## src/hdl/lcv_pkg.sv

```systemverilog
`default_nettype none
// ----------------------------------------------------------------------------
// lcv_pkg
// shared types, constants and helpers of the line clip to viewport unit
// ----------------------------------------------------------------------------
package lcv_pkg;

   localparam int COORD_BITS  = 24;
   localparam int DIFF_BITS   = COORD_BITS + 1;
   localparam int PROD_BITS   = 2 * DIFF_BITS;
   localparam int REM_BITS    = DIFF_BITS + 1;
   localparam int CNT_BITS    = $clog2(PROD_BITS);
   localparam int QUEUE_DEPTH = 2;
   localparam int QPTR_BITS   = 1;
   localparam int IDX_BITS    = 4;
   localparam int MAX_CLIPS   = 4;

   typedef logic signed [COORD_BITS-1:0] coord_type;
   typedef logic signed [DIFF_BITS-1:0]  diff_type;
   typedef logic signed [PROD_BITS-1:0]  prod_type;
   typedef logic [3:0]                   code_type;

   localparam code_type CODE_RIGHT  = 4'b1000;
   localparam code_type CODE_TOP    = 4'b0100;
   localparam code_type CODE_LEFT   = 4'b0010;
   localparam code_type CODE_BOTTOM = 4'b0001;

   localparam logic [1:0] STATUS_REJECT = 2'd0;
   localparam logic [1:0] STATUS_ACCEPT = 2'd1;
   localparam logic [1:0] STATUS_DEGEN  = 2'd2;

   localparam logic [IDX_BITS-1:0] REG_WINDOW_LEFT   = 4'd0;
   localparam logic [IDX_BITS-1:0] REG_WINDOW_BOTTOM = 4'd1;
   localparam logic [IDX_BITS-1:0] REG_WINDOW_RIGHT  = 4'd2;
   localparam logic [IDX_BITS-1:0] REG_WINDOW_TOP    = 4'd3;
   localparam logic [IDX_BITS-1:0] REG_VIEW_LEFT     = 4'd4;
   localparam logic [IDX_BITS-1:0] REG_VIEW_BOTTOM   = 4'd5;
   localparam logic [IDX_BITS-1:0] REG_VIEW_RIGHT    = 4'd6;
   localparam logic [IDX_BITS-1:0] REG_VIEW_TOP      = 4'd7;

   typedef struct packed {
      coord_type start_x;
      coord_type start_y;
      coord_type end_x;
      coord_type end_y;
   } req_type;

   typedef struct packed {
      logic [1:0] status;
      coord_type  view_start_x;
      coord_type  view_start_y;
      coord_type  view_end_x;
      coord_type  view_end_y;
   } rsp_type;

   typedef struct packed {
      coord_type window_left;
      coord_type window_bottom;
      coord_type window_right;
      coord_type window_top;
      coord_type view_left;
      coord_type view_bottom;
      coord_type view_right;
      coord_type view_top;
   } cfg_type;

   typedef struct packed {
      req_type  seg;
      code_type code0;
      code_type code1;
      logic     degen;
   } item_type;

   typedef struct packed {
      logic     start;
      diff_type a;
      diff_type b;
      diff_type c;
   } md_req_type;

   typedef struct packed {
      logic     done;
      prod_type q;
   } md_rsp_type;

   function automatic code_type outcode(coord_type x, coord_type y, cfg_type cfg);
      code_type code;
      code = '0;
      if (y > cfg.window_top)
         code = code | CODE_TOP;
      else if (y < cfg.window_bottom)
         code = code | CODE_BOTTOM;
      if (x > cfg.window_right)
         code = code | CODE_RIGHT;
      else if (x < cfg.window_left)
         code = code | CODE_LEFT;
      return code;
   endfunction

   function automatic diff_type sub(coord_type a, coord_type b);
      return {a[COORD_BITS-1], a} - {b[COORD_BITS-1], b};
   endfunction

endpackage
`default_nettype wire

```

## src/hdl/lcv_front.sv

```systemverilog
`default_nettype none
// ----------------------------------------------------------------------------
// lcv_front
// accepts segments, computes outcodes and window check, queues them
// ----------------------------------------------------------------------------
module lcv_front import lcv_pkg::*; (
   input  wire logic     clock,
   input  wire logic     reset,
   input  wire cfg_type  cfg,
   input  wire logic     req_valid,
   output logic          req_stall,
   input  wire req_type  req_payload,
   output logic          q_valid,
   input  wire logic     q_pop,
   output item_type      q_item
);

   item_type               mem_ff [QUEUE_DEPTH];
   logic [QPTR_BITS-1:0]   wr_ptr_ff, wr_ptr_in;
   logic [QPTR_BITS-1:0]   rd_ptr_ff, rd_ptr_in;
   logic [QPTR_BITS:0]     count_ff, count_in;
   item_type               entry;
   logic                   push;
   logic                   pop;

   always_comb begin
      entry.seg   = req_payload;
      entry.code0 = outcode(req_payload.start_x, req_payload.start_y, cfg);
      entry.code1 = outcode(req_payload.end_x, req_payload.end_y, cfg);
      entry.degen = (cfg.window_right <= cfg.window_left) ||
                    (cfg.window_top <= cfg.window_bottom);
   end

   assign req_stall = (count_ff == (QPTR_BITS+1)'(QUEUE_DEPTH));
   assign push      = req_valid && !req_stall;
   assign q_valid   = (count_ff != '0);
   assign pop       = q_pop && q_valid;
   assign q_item    = mem_ff[rd_ptr_ff];

   always_comb begin
      wr_ptr_in = push ? wr_ptr_ff + 1'b1 : wr_ptr_ff;
      rd_ptr_in = pop ? rd_ptr_ff + 1'b1 : rd_ptr_ff;
      count_in  = count_ff + (QPTR_BITS+1)'(push) - (QPTR_BITS+1)'(pop);
   end

   always_ff @(posedge clock) begin
      if (push)
         mem_ff[wr_ptr_ff] <= entry;
      if (reset) begin
         wr_ptr_ff <= '0;
         rd_ptr_ff <= '0;
         count_ff  <= '0;
      end else begin
         wr_ptr_ff <= wr_ptr_in;
         rd_ptr_ff <= rd_ptr_in;
         count_ff  <= count_in;
      end
   end

endmodule
`default_nettype wire

```

## src/hdl/lcv_muldiv.sv

```systemverilog
`default_nettype none
// ----------------------------------------------------------------------------
// lcv_muldiv
// a * b / c truncated toward zero: one multiply, then one quotient bit a cycle
// ----------------------------------------------------------------------------
module lcv_muldiv import lcv_pkg::*; (
   input  wire logic       clock,
   input  wire logic       reset,
   input  wire md_req_type md_req,
   output md_rsp_type      md_rsp
);

   typedef enum logic [1:0] {MD_IDLE, MD_MUL, MD_DIV} md_state_type;

   md_state_type           state_ff;
   logic [DIFF_BITS-1:0]   ua_ff, ub_ff, uc_ff;
   logic                   neg_ff;
   logic [PROD_BITS-1:0]   prod_ff;
   logic [REM_BITS-1:0]    rem_ff;
   logic [CNT_BITS-1:0]    cnt_ff;
   logic                   done_ff;
   logic [REM_BITS-1:0]    rem_shift;
   logic                   ge;
   logic [DIFF_BITS-1:0]   ua_in, ub_in, uc_in;

   always_comb begin
      ua_in     = md_req.a[DIFF_BITS-1] ? DIFF_BITS'(-md_req.a) : md_req.a;
      ub_in     = md_req.b[DIFF_BITS-1] ? DIFF_BITS'(-md_req.b) : md_req.b;
      uc_in     = md_req.c[DIFF_BITS-1] ? DIFF_BITS'(-md_req.c) : md_req.c;
      rem_shift = {rem_ff[REM_BITS-2:0], prod_ff[PROD_BITS-1]};
      ge        = (rem_shift >= {1'b0, uc_ff});
   end

   always_comb begin
      md_rsp.done = done_ff;
      if (uc_ff == '0)
         md_rsp.q = '0;
      else if (neg_ff)
         md_rsp.q = -prod_type'(prod_ff);
      else
         md_rsp.q = prod_type'(prod_ff);
   end

   always_ff @(posedge clock) begin
      if (reset) begin
         state_ff <= MD_IDLE;
         done_ff  <= 1'b0;
      end else begin
         done_ff <= 1'b0;
         unique case (state_ff)
            MD_IDLE: begin
               if (md_req.start) begin
                  ua_ff    <= ua_in;
                  ub_ff    <= ub_in;
                  uc_ff    <= uc_in;
                  neg_ff   <= (md_req.a[DIFF_BITS-1] ^ md_req.b[DIFF_BITS-1]) ^
                              md_req.c[DIFF_BITS-1];
                  state_ff <= MD_MUL;
               end
            end
            MD_MUL: begin
               prod_ff  <= PROD_BITS'(ua_ff * ub_ff);
               rem_ff   <= '0;
               cnt_ff   <= CNT_BITS'(PROD_BITS - 1);
               state_ff <= MD_DIV;
            end
            MD_DIV: begin
               rem_ff  <= ge ? rem_shift - {1'b0, uc_ff} : rem_shift;
               prod_ff <= {prod_ff[PROD_BITS-2:0], ge};
               cnt_ff  <= cnt_ff - 1'b1;
               if (cnt_ff == '0) begin
                  done_ff  <= 1'b1;
                  state_ff <= MD_IDLE;
               end
            end
            default: state_ff <= MD_IDLE;
         endcase
      end
   end

endmodule
`default_nettype wire

```

## src/hdl/lcv_back.sv

```systemverilog
`default_nettype none
// ----------------------------------------------------------------------------
// lcv_back
// clip sequencer and viewport mapping, owns the result register
// ----------------------------------------------------------------------------
module lcv_back import lcv_pkg::*; (
   input  wire logic       clock,
   input  wire logic       reset,
   input  wire cfg_type    cfg,
   input  wire logic       q_valid,
   output logic            q_pop,
   input  wire item_type   q_item,
   output md_req_type      md_req,
   input  wire md_rsp_type md_rsp,
   output logic            rsp_valid,
   input  wire logic       rsp_stall,
   output rsp_type         rsp_payload
);

   typedef enum logic [2:0] {
      BK_IDLE, BK_CHECK, BK_CLIP_WAIT, BK_MAP_START, BK_MAP_WAIT, BK_EMIT
   } bk_state_type;

   bk_state_type  state_ff;
   coord_type     x0_ff, y0_ff, x1_ff, y1_ff;
   code_type      c0_ff, c1_ff;
   logic [2:0]    step_ff;
   logic [1:0]    idx_ff;
   rsp_type       res_ff;
   logic          rsp_valid_ff;
   rsp_type       rsp_ff;
   code_type      cout;
   logic          trivial_accept;
   logic          trivial_reject;
   coord_type     base;
   coord_type     edge_val;
   logic          edge_is_y;
   coord_type     new_coord;
   coord_type     new_x, new_y;
   logic          load_rsp;
   rsp_type       res_init;

   assign q_pop          = (state_ff == BK_IDLE) && q_valid;
   assign trivial_accept = ((c0_ff | c1_ff) == '0);
   assign trivial_reject = ((c0_ff & c1_ff) != '0);
   assign cout           = (c0_ff != '0) ? c0_ff : c1_ff;
   assign load_rsp       = (state_ff == BK_EMIT) && (!rsp_valid_ff || !rsp_stall);
   assign rsp_valid      = rsp_valid_ff;
   assign rsp_payload    = rsp_ff;

   always_comb begin
      res_init        = '0;
      res_init.status = q_item.degen ? STATUS_DEGEN : STATUS_REJECT;
   end

   always_comb begin
      md_req.start = 1'b0;
      md_req.a     = '0;
      md_req.b     = '0;
      md_req.c     = '0;
      base         = '0;
      edge_val     = '0;
      edge_is_y    = 1'b0;
      if (state_ff == BK_CHECK || state_ff == BK_CLIP_WAIT) begin
         if ((cout & CODE_TOP) != '0) begin
            md_req.a = sub(x1_ff, x0_ff);
            md_req.b = sub(cfg.window_top, y0_ff);
            md_req.c = sub(y1_ff, y0_ff);
            base = x0_ff;  edge_val = cfg.window_top;  edge_is_y = 1'b1;
         end else if ((cout & CODE_BOTTOM) != '0) begin
            md_req.a = sub(x1_ff, x0_ff);
            md_req.b = sub(cfg.window_bottom, y0_ff);
            md_req.c = sub(y1_ff, y0_ff);
            base = x0_ff;  edge_val = cfg.window_bottom;  edge_is_y = 1'b1;
         end else if ((cout & CODE_RIGHT) != '0) begin
            md_req.a = sub(y1_ff, y0_ff);
            md_req.b = sub(cfg.window_right, x0_ff);
            md_req.c = sub(x1_ff, x0_ff);
            base = y0_ff;  edge_val = cfg.window_right;
         end else begin
            md_req.a = sub(y1_ff, y0_ff);
            md_req.b = sub(cfg.window_left, x0_ff);
            md_req.c = sub(x1_ff, x0_ff);
            base = y0_ff;  edge_val = cfg.window_left;
         end
         md_req.start = (state_ff == BK_CHECK) && !trivial_accept && !trivial_reject &&
                        (step_ff != 3'(MAX_CLIPS));
      end else if (state_ff == BK_MAP_START || state_ff == BK_MAP_WAIT) begin
         case (idx_ff)
            2'd0: begin
               md_req.a = sub(x0_ff, cfg.window_left);
               base = cfg.view_left;
            end
            2'd1: begin
               md_req.a = sub(y0_ff, cfg.window_bottom);
               base = cfg.view_bottom;
            end
            2'd2: begin
               md_req.a = sub(x1_ff, cfg.window_left);
               base = cfg.view_left;
            end
            default: begin
               md_req.a = sub(y1_ff, cfg.window_bottom);
               base = cfg.view_bottom;
            end
         endcase
         if (idx_ff[0]) begin
            md_req.b = sub(cfg.view_top, cfg.view_bottom);
            md_req.c = sub(cfg.window_top, cfg.window_bottom);
         end else begin
            md_req.b = sub(cfg.view_right, cfg.view_left);
            md_req.c = sub(cfg.window_right, cfg.window_left);
         end
         md_req.start = (state_ff == BK_MAP_START);
      end
      new_coord = base + md_rsp.q[COORD_BITS-1:0];
      new_x     = edge_is_y ? new_coord : edge_val;
      new_y     = edge_is_y ? edge_val : new_coord;
   end

   always_ff @(posedge clock) begin
      if (load_rsp)
         rsp_ff <= res_ff;
      if (reset) begin
         state_ff     <= BK_IDLE;
         rsp_valid_ff <= 1'b0;
      end else begin
         if (load_rsp)
            rsp_valid_ff <= 1'b1;
         else if (!rsp_stall)
            rsp_valid_ff <= 1'b0;
         unique case (state_ff)
            BK_IDLE: begin
               if (q_valid) begin
                  x0_ff   <= q_item.seg.start_x;
                  y0_ff   <= q_item.seg.start_y;
                  x1_ff   <= q_item.seg.end_x;
                  y1_ff   <= q_item.seg.end_y;
                  c0_ff   <= q_item.code0;
                  c1_ff   <= q_item.code1;
                  step_ff <= '0;
                  res_ff  <= res_init;
                  if (q_item.degen) begin
                     state_ff <= BK_EMIT;
                  end else begin
                     state_ff <= BK_CHECK;
                  end
               end
            end
            BK_CHECK: begin
               if (trivial_accept) begin
                  idx_ff        <= '0;
                  res_ff.status <= STATUS_ACCEPT;
                  state_ff      <= BK_MAP_START;
               end else if (trivial_reject || step_ff == 3'(MAX_CLIPS)) begin
                  res_ff.status <= STATUS_REJECT;
                  state_ff      <= BK_EMIT;
               end else begin
                  state_ff <= BK_CLIP_WAIT;
               end
            end
            BK_CLIP_WAIT: begin
               if (md_rsp.done) begin
                  if (c0_ff != '0) begin
                     x0_ff <= new_x;
                     y0_ff <= new_y;
                     c0_ff <= outcode(new_x, new_y, cfg);
                  end else begin
                     x1_ff <= new_x;
                     y1_ff <= new_y;
                     c1_ff <= outcode(new_x, new_y, cfg);
                  end
                  step_ff  <= step_ff + 1'b1;
                  state_ff <= BK_CHECK;
               end
            end
            BK_MAP_START: state_ff <= BK_MAP_WAIT;
            BK_MAP_WAIT: begin
               if (md_rsp.done) begin
                  case (idx_ff)
                     2'd0:    res_ff.view_start_x <= new_coord;
                     2'd1:    res_ff.view_start_y <= new_coord;
                     2'd2:    res_ff.view_end_x   <= new_coord;
                     default: res_ff.view_end_y   <= new_coord;
                  endcase
                  idx_ff <= idx_ff + 1'b1;
                  if (idx_ff == 2'd3) begin
                     state_ff <= BK_EMIT;
                  end else begin
                     state_ff <= BK_MAP_START;
                  end
               end
            end
            BK_EMIT: begin
               if (load_rsp)
                  state_ff <= BK_IDLE;
            end
            default: state_ff <= BK_IDLE;
         endcase
      end
   end

   a_step_bound: assert property (@(posedge clock) disable iff (reset)
      (state_ff != BK_IDLE && state_ff != BK_EMIT) |-> step_ff <= 3'(MAX_CLIPS))
      else $error("clip step count past limit");

   a_status_code: assert property (@(posedge clock) disable iff (reset)
      rsp_valid_ff |-> rsp_ff.status != 2'd3)
      else $error("bad status on result");

   a_zero_coords: assert property (@(posedge clock) disable iff (reset)
      (rsp_valid_ff && rsp_ff.status != STATUS_ACCEPT) |->
      (rsp_ff.view_start_x == '0 && rsp_ff.view_start_y == '0 &&
       rsp_ff.view_end_x == '0 && rsp_ff.view_end_y == '0))
      else $error("nonzero coordinates on non-accepted result");

   a_pop_idle: assert property (@(posedge clock) disable iff (reset)
      q_pop |=> state_ff != BK_IDLE)
      else $error("queue popped but sequencer stayed idle");

endmodule
`default_nettype wire

```

## src/hdl/line_clip_to_viewport_unit.sv

```systemverilog
`default_nettype none
// ----------------------------------------------------------------------------
// line_clip_to_viewport_unit
// cohen-sutherland segment clipping against a window, mapped to a viewport
// ----------------------------------------------------------------------------
//  port group  direction  payload
//  req_*       in         req_type: start_x start_y end_x end_y
//  rsp_*       out        rsp_type: status view_start/end x,y
//  csr_*       in         index 0..7 window/view registers, data 24 bits
//
//  one segment takes up to four clip steps, then four mapping divides if
//  accepted, all on the bit-serial divider in lcv_muldiv
//  a degenerate window needs no divide, and a trivial reject ends clipping at once
//  a two-beat queue lets new segments in while the sequencer works
//  reset restores the register defaults and empties queue and result slot
// ----------------------------------------------------------------------------
module line_clip_to_viewport_unit import lcv_pkg::*; (
   input  wire logic                clock,
   input  wire logic                reset,
   input  wire logic                req_valid,
   output logic                     req_stall,
   input  wire req_type             req_payload,
   output logic                     rsp_valid,
   input  wire logic                rsp_stall,
   output rsp_type                  rsp_payload,
   input  wire logic                csr_write,
   input  wire logic [IDX_BITS-1:0] csr_index,
   input  wire coord_type           csr_data
);

   cfg_type     cfg_ff;
   logic        q_valid;
   logic        q_pop;
   item_type    q_item;
   md_req_type  md_req;
   md_rsp_type  md_rsp;

   always_ff @(posedge clock) begin
      if (reset) begin
         cfg_ff.window_left   <= coord_type'(12800);
         cfg_ff.window_bottom <= coord_type'(12800);
         cfg_ff.window_right  <= coord_type'(25600);
         cfg_ff.window_top    <= coord_type'(25600);
         cfg_ff.view_left     <= coord_type'(51200);
         cfg_ff.view_bottom   <= coord_type'(51200);
         cfg_ff.view_right    <= coord_type'(76800);
         cfg_ff.view_top      <= coord_type'(76800);
      end else if (csr_write) begin
         case (csr_index)
            REG_WINDOW_LEFT:   cfg_ff.window_left   <= csr_data;
            REG_WINDOW_BOTTOM: cfg_ff.window_bottom <= csr_data;
            REG_WINDOW_RIGHT:  cfg_ff.window_right  <= csr_data;
            REG_WINDOW_TOP:    cfg_ff.window_top    <= csr_data;
            REG_VIEW_LEFT:     cfg_ff.view_left     <= csr_data;
            REG_VIEW_BOTTOM:   cfg_ff.view_bottom   <= csr_data;
            REG_VIEW_RIGHT:    cfg_ff.view_right    <= csr_data;
            REG_VIEW_TOP:      cfg_ff.view_top      <= csr_data;
            default: ;
         endcase
      end
   end

   lcv_front u_front (
      .clock       (clock),
      .reset       (reset),
      .cfg         (cfg_ff),
      .req_valid   (req_valid),
      .req_stall   (req_stall),
      .req_payload (req_payload),
      .q_valid     (q_valid),
      .q_pop       (q_pop),
      .q_item      (q_item)
   );

   lcv_muldiv u_muldiv (
      .clock  (clock),
      .reset  (reset),
      .md_req (md_req),
      .md_rsp (md_rsp)
   );

   lcv_back u_back (
      .clock       (clock),
      .reset       (reset),
      .cfg         (cfg_ff),
      .q_valid     (q_valid),
      .q_pop       (q_pop),
      .q_item      (q_item),
      .md_req      (md_req),
      .md_rsp      (md_rsp),
      .rsp_valid   (rsp_valid),
      .rsp_stall   (rsp_stall),
      .rsp_payload (rsp_payload)
   );

endmodule
`default_nettype wire
```

## config.mk

```make
export PLATFORM = sky130hd
export DESIGN_NAME = line_clip_to_viewport_unit
export DESIGN_NICKNAME = d
export VERILOG_FILES = /design/src/hdl/lcv_pkg.sv /design/src/hdl/lcv_front.sv /design/src/hdl/lcv_muldiv.sv /design/src/hdl/lcv_back.sv /design/src/hdl/line_clip_to_viewport_unit.sv
export SDC_FILE = /design/constraint.sdc
export NUM_CORES = 2
export LEC_CHECK = 0
export ABC_CLOCK_PERIOD_IN_PS = 16600
export CORE_AREA = 2 2 374 376
export CTS_CLUSTER_SIZE = 12
export DETAILED_ROUTE_END_ITERATION = 10
export DIE_AREA = 0 0 376 378
export DONT_BUFFER_PORTS = 1
export PLACE_DENSITY = 0.77
export SLEW_MARGIN = 10
export SYNTH_ARGS = -nofsm -noshare
export SYNTH_HDL_FRONTEND = slang
export SYNTH_HIERARCHICAL = 1
export SYNTH_SLANG_ARGS = --single-unit
```

## constraint.sdc

```tcl
create_clock -name clock -period 16.6 [get_ports clock]
set_input_delay 3.32 -clock clock [delete_from_list [all_inputs] [get_ports clock]]
set_output_delay 3.32 -clock clock [all_outputs]
set_load 0.005 [all_outputs]
```

==> results.sh <==
export IMPL_final_hold_viol_count=0
export IMPL_rr_startpoint="u_back/idx_ff[0]$_SDFFCE_PN0P_"
export IMPL_hold_depth=0
export IMPL_rrSetupSlack_ps=7730
export IMPL_hold_buffers=0
export IMPL_critPathLaunchType="register"
export IMPL_wl_per_cell_um=28.24
export IMPL_period_share=0.5341
export IMPL_portBuffers=0
export IMPL_min_path_type="register to register"
export IMPL_clockBufferDepth=3
export IMPL_grt_remaining_overflow=0
export IMPL_cts_htree_levels=3
export IMPL_die_h_um=378
export IMPL_rr_worst_depth=31
export IMPL_mappedNetlistNets=10090
export IMPL_yosys_warnings=6
export IMPL_status="complete, no violations"
export IMPL_clk_pin_slew_worst_paths_ps=60
export IMPL_grt_usage=0.4065
export IMPL_cts_sinks=876
export IMPL_skew_ps=73.77
export IMPL_initial_core_util=0.5906
export IMPL_maxCapViolations=0
export IMPL_crit_slowest_cell="buf_4"
export IMPL_cts_tree="built"
export IMPL_finalCriticalPeriod_ps=8866
export IMPL_cts_root_buf="clkbuf_16"
export IMPL_startpoint="u_back/idx_ff[0]$_SDFFCE_PN0P_"
export IMPL_detail_route_iter0_violations=7862
export IMPL_io_pins=229
export IMPL_rsz0062_at_grt="false"
export IMPL_synth_cell_area_um2=81800
export IMPL_tns_ps=0
export IMPL_grt_pass1_vias=65010
export IMPL_die_area_um2=142100
export IMPL_num_rows=137
export IMPL_cp_end_kind="register"
export IMPL_r2r_end="u_back/c0_ff[1]$_DFFE_PP_"
export IMPL_maxSlewViolCount=0
export IMPL_n_fill_cell=11410
export IMPL_syn2layout_area_growth_pct=6.265
export IMPL_setup_viol=0
export IMPL_clk_latency_ps=790
export IMPL_whs_endpoint="u_back/rsp_payload[43]$_DFFE_PP_"
export IMPL_cts_buffers=97
export IMPL_place_hpwl_um=230300
export IMPL_worst_pin_slew_ps=1422
export IMPL_cp_common_cell="buf_4"
export IMPL_final_layout_size_suffix_gt1_frac=0.06285
export IMPL_fin_nets=9946
export IMPL_grt_max_degree=243
export IMPL_fmax_mhz=112.8
export IMPL_via_count=66530
export IMPL_viasPerCell=6.441
export IMPL_maxSlewHeadroom=0.04187
export IMPL_hp_start="u_back/res_ff[43]$_SDFFCE_PN0P_"
export IMPL_grt_pass1_wl_um=424400
export IMPL_drc=0
export IMPL_cp_top_family="compound AO/OA/AOI/OAI gates"
export IMPL_drt_total_wl_um=291700
export IMPL_die_width_um=376
export IMPL_core_um2=138500
export IMPL_critPathKind="register to register"
export IMPL_required_ps=17090
export IMPL_arrival_ps=9360
export IMPL_firstDrtPassIters=9
export IMPL_crit_buf_inv=6
export IMPL_synth_cells=8572
export IMPL_antenna_found_initial=18
export IMPL_place_gp_congestion=1.144
export IMPL_cts_resized=0
export IMPL_postCtsSetupRepairBufs=0
export IMPL_slowest_delay_ps=510
export IMPL_cp_max_fo=50
export IMPL_post_route_util=0.6276
export IMPL_avgSynthCellArea_um2=9.542
export IMPL_antenna_left=0
## how the worst max path moves through the flow
stage | endpoint | slack, ps | cells past startpoint
after floorplan | u_back/rsp_payload[0]$_DFFE_PP_ | 7940 | 1
after global placement | u_back/c1_ff[1]$_DFFE_PP_ | 8230 | 30
after detailed placement | u_back/c0_ff[1]$_DFFE_PP_ | 8200 | 31
after CTS | u_back/c0_ff[1]$_DFFE_PP_ | 8150 | 31
after global routing | u_back/c1_ff[1]$_DFFE_PP_ | 7590 | 31
final | u_back/c0_ff[1]$_DFFE_PP_ | 7730 | 31
## layer usage
layer  global-route usage  part of all wire  up-vias
met3              0.08107             0.098      919
met1               0.5074              0.37    32490
li1                     -                 -    29290
met4               0.3126             0.091        0
met2               0.6226              0.44     3830
met5                    0                 0        -
## area by class of cell
cell class / count / area [µm²] / area share
clock inverters: 43 / 526.8 / 0.006060
inverters: 1025 / 3847 / 0.04426
well taps: 1807 / 2261 / 0.02601
flip-flops and latches: 876 / 24270 / 0.2792
repair buffers: 110 / 825.8 / 0.009500
clock buffers: 137 / 2699 / 0.03105
diodes: 8 / 20.02 / 0.0002303
multi-input cells: 6322 / 52480 / 0.6037
## layout by cell type, fill, tap and decap left out, types with 54 or more instances in the layout
| cell | n |
|---|---|
| ha_1 | 845 |
| fa_1 | 539 |
| nor2b_1 | 54 |
| a211oi_1 | 57 |
| nor3_1 | 93 |
| xor2_1 | 139 |
| nand2b_1 | 255 |
| and2_1 | 342 |
| mux2i_1 | 296 |
| clkbuf_16 | 98 |
| buf_4 | 110 |
| xnor2_1 | 251 |
| o22ai_1 | 97 |
| nor2_1 | 481 |
| a21o_1 | 209 |
| edfxtp_1 | 672 |
| inv_1 | 1023 |
| nand4_1 | 93 |
| nand3_1 | 70 |
| dfxtp_1 | 203 |
| nand2_1 | 782 |
| o21a_1 | 97 |
| o21ai_0 | 352 |
| a21oi_1 | 429 |
| mux2_2 | 149 |
## flip-flops by register name, indices dropped and copies added, names as in the netlist, 25 cells and up, named ones only
name	count
cfg_ff	192
u_back/res_ff	98
u_back/rsp_payload	98
u_front/mem_ff	210
u_muldiv/prod_ff	50
u_muldiv/rem_ff	25
u_muldiv/ua_ff	25
u_muldiv/ub_ff	25
u_muldiv/uc_ff	25
## stage by stage
step           cell area [µm²]  worst slack (ps)  hold slack (ps)  std cells
3_5_place_dp             83680              8196            404.5      10140
2_1_floorplan            81800              7941            400.3       8572
6_report                 86920              7734            394.2      10330
3_3_place_gp             83680              8228            401.1      10140
5_1_grt                  86900              7588            401.0      10320
4_1_cts                  86900              8146            391.2      10320
Power is left out: the tool's default activity adds up to more than one toggle a clock period on the data nets, which glitch-free logic cannot reach.
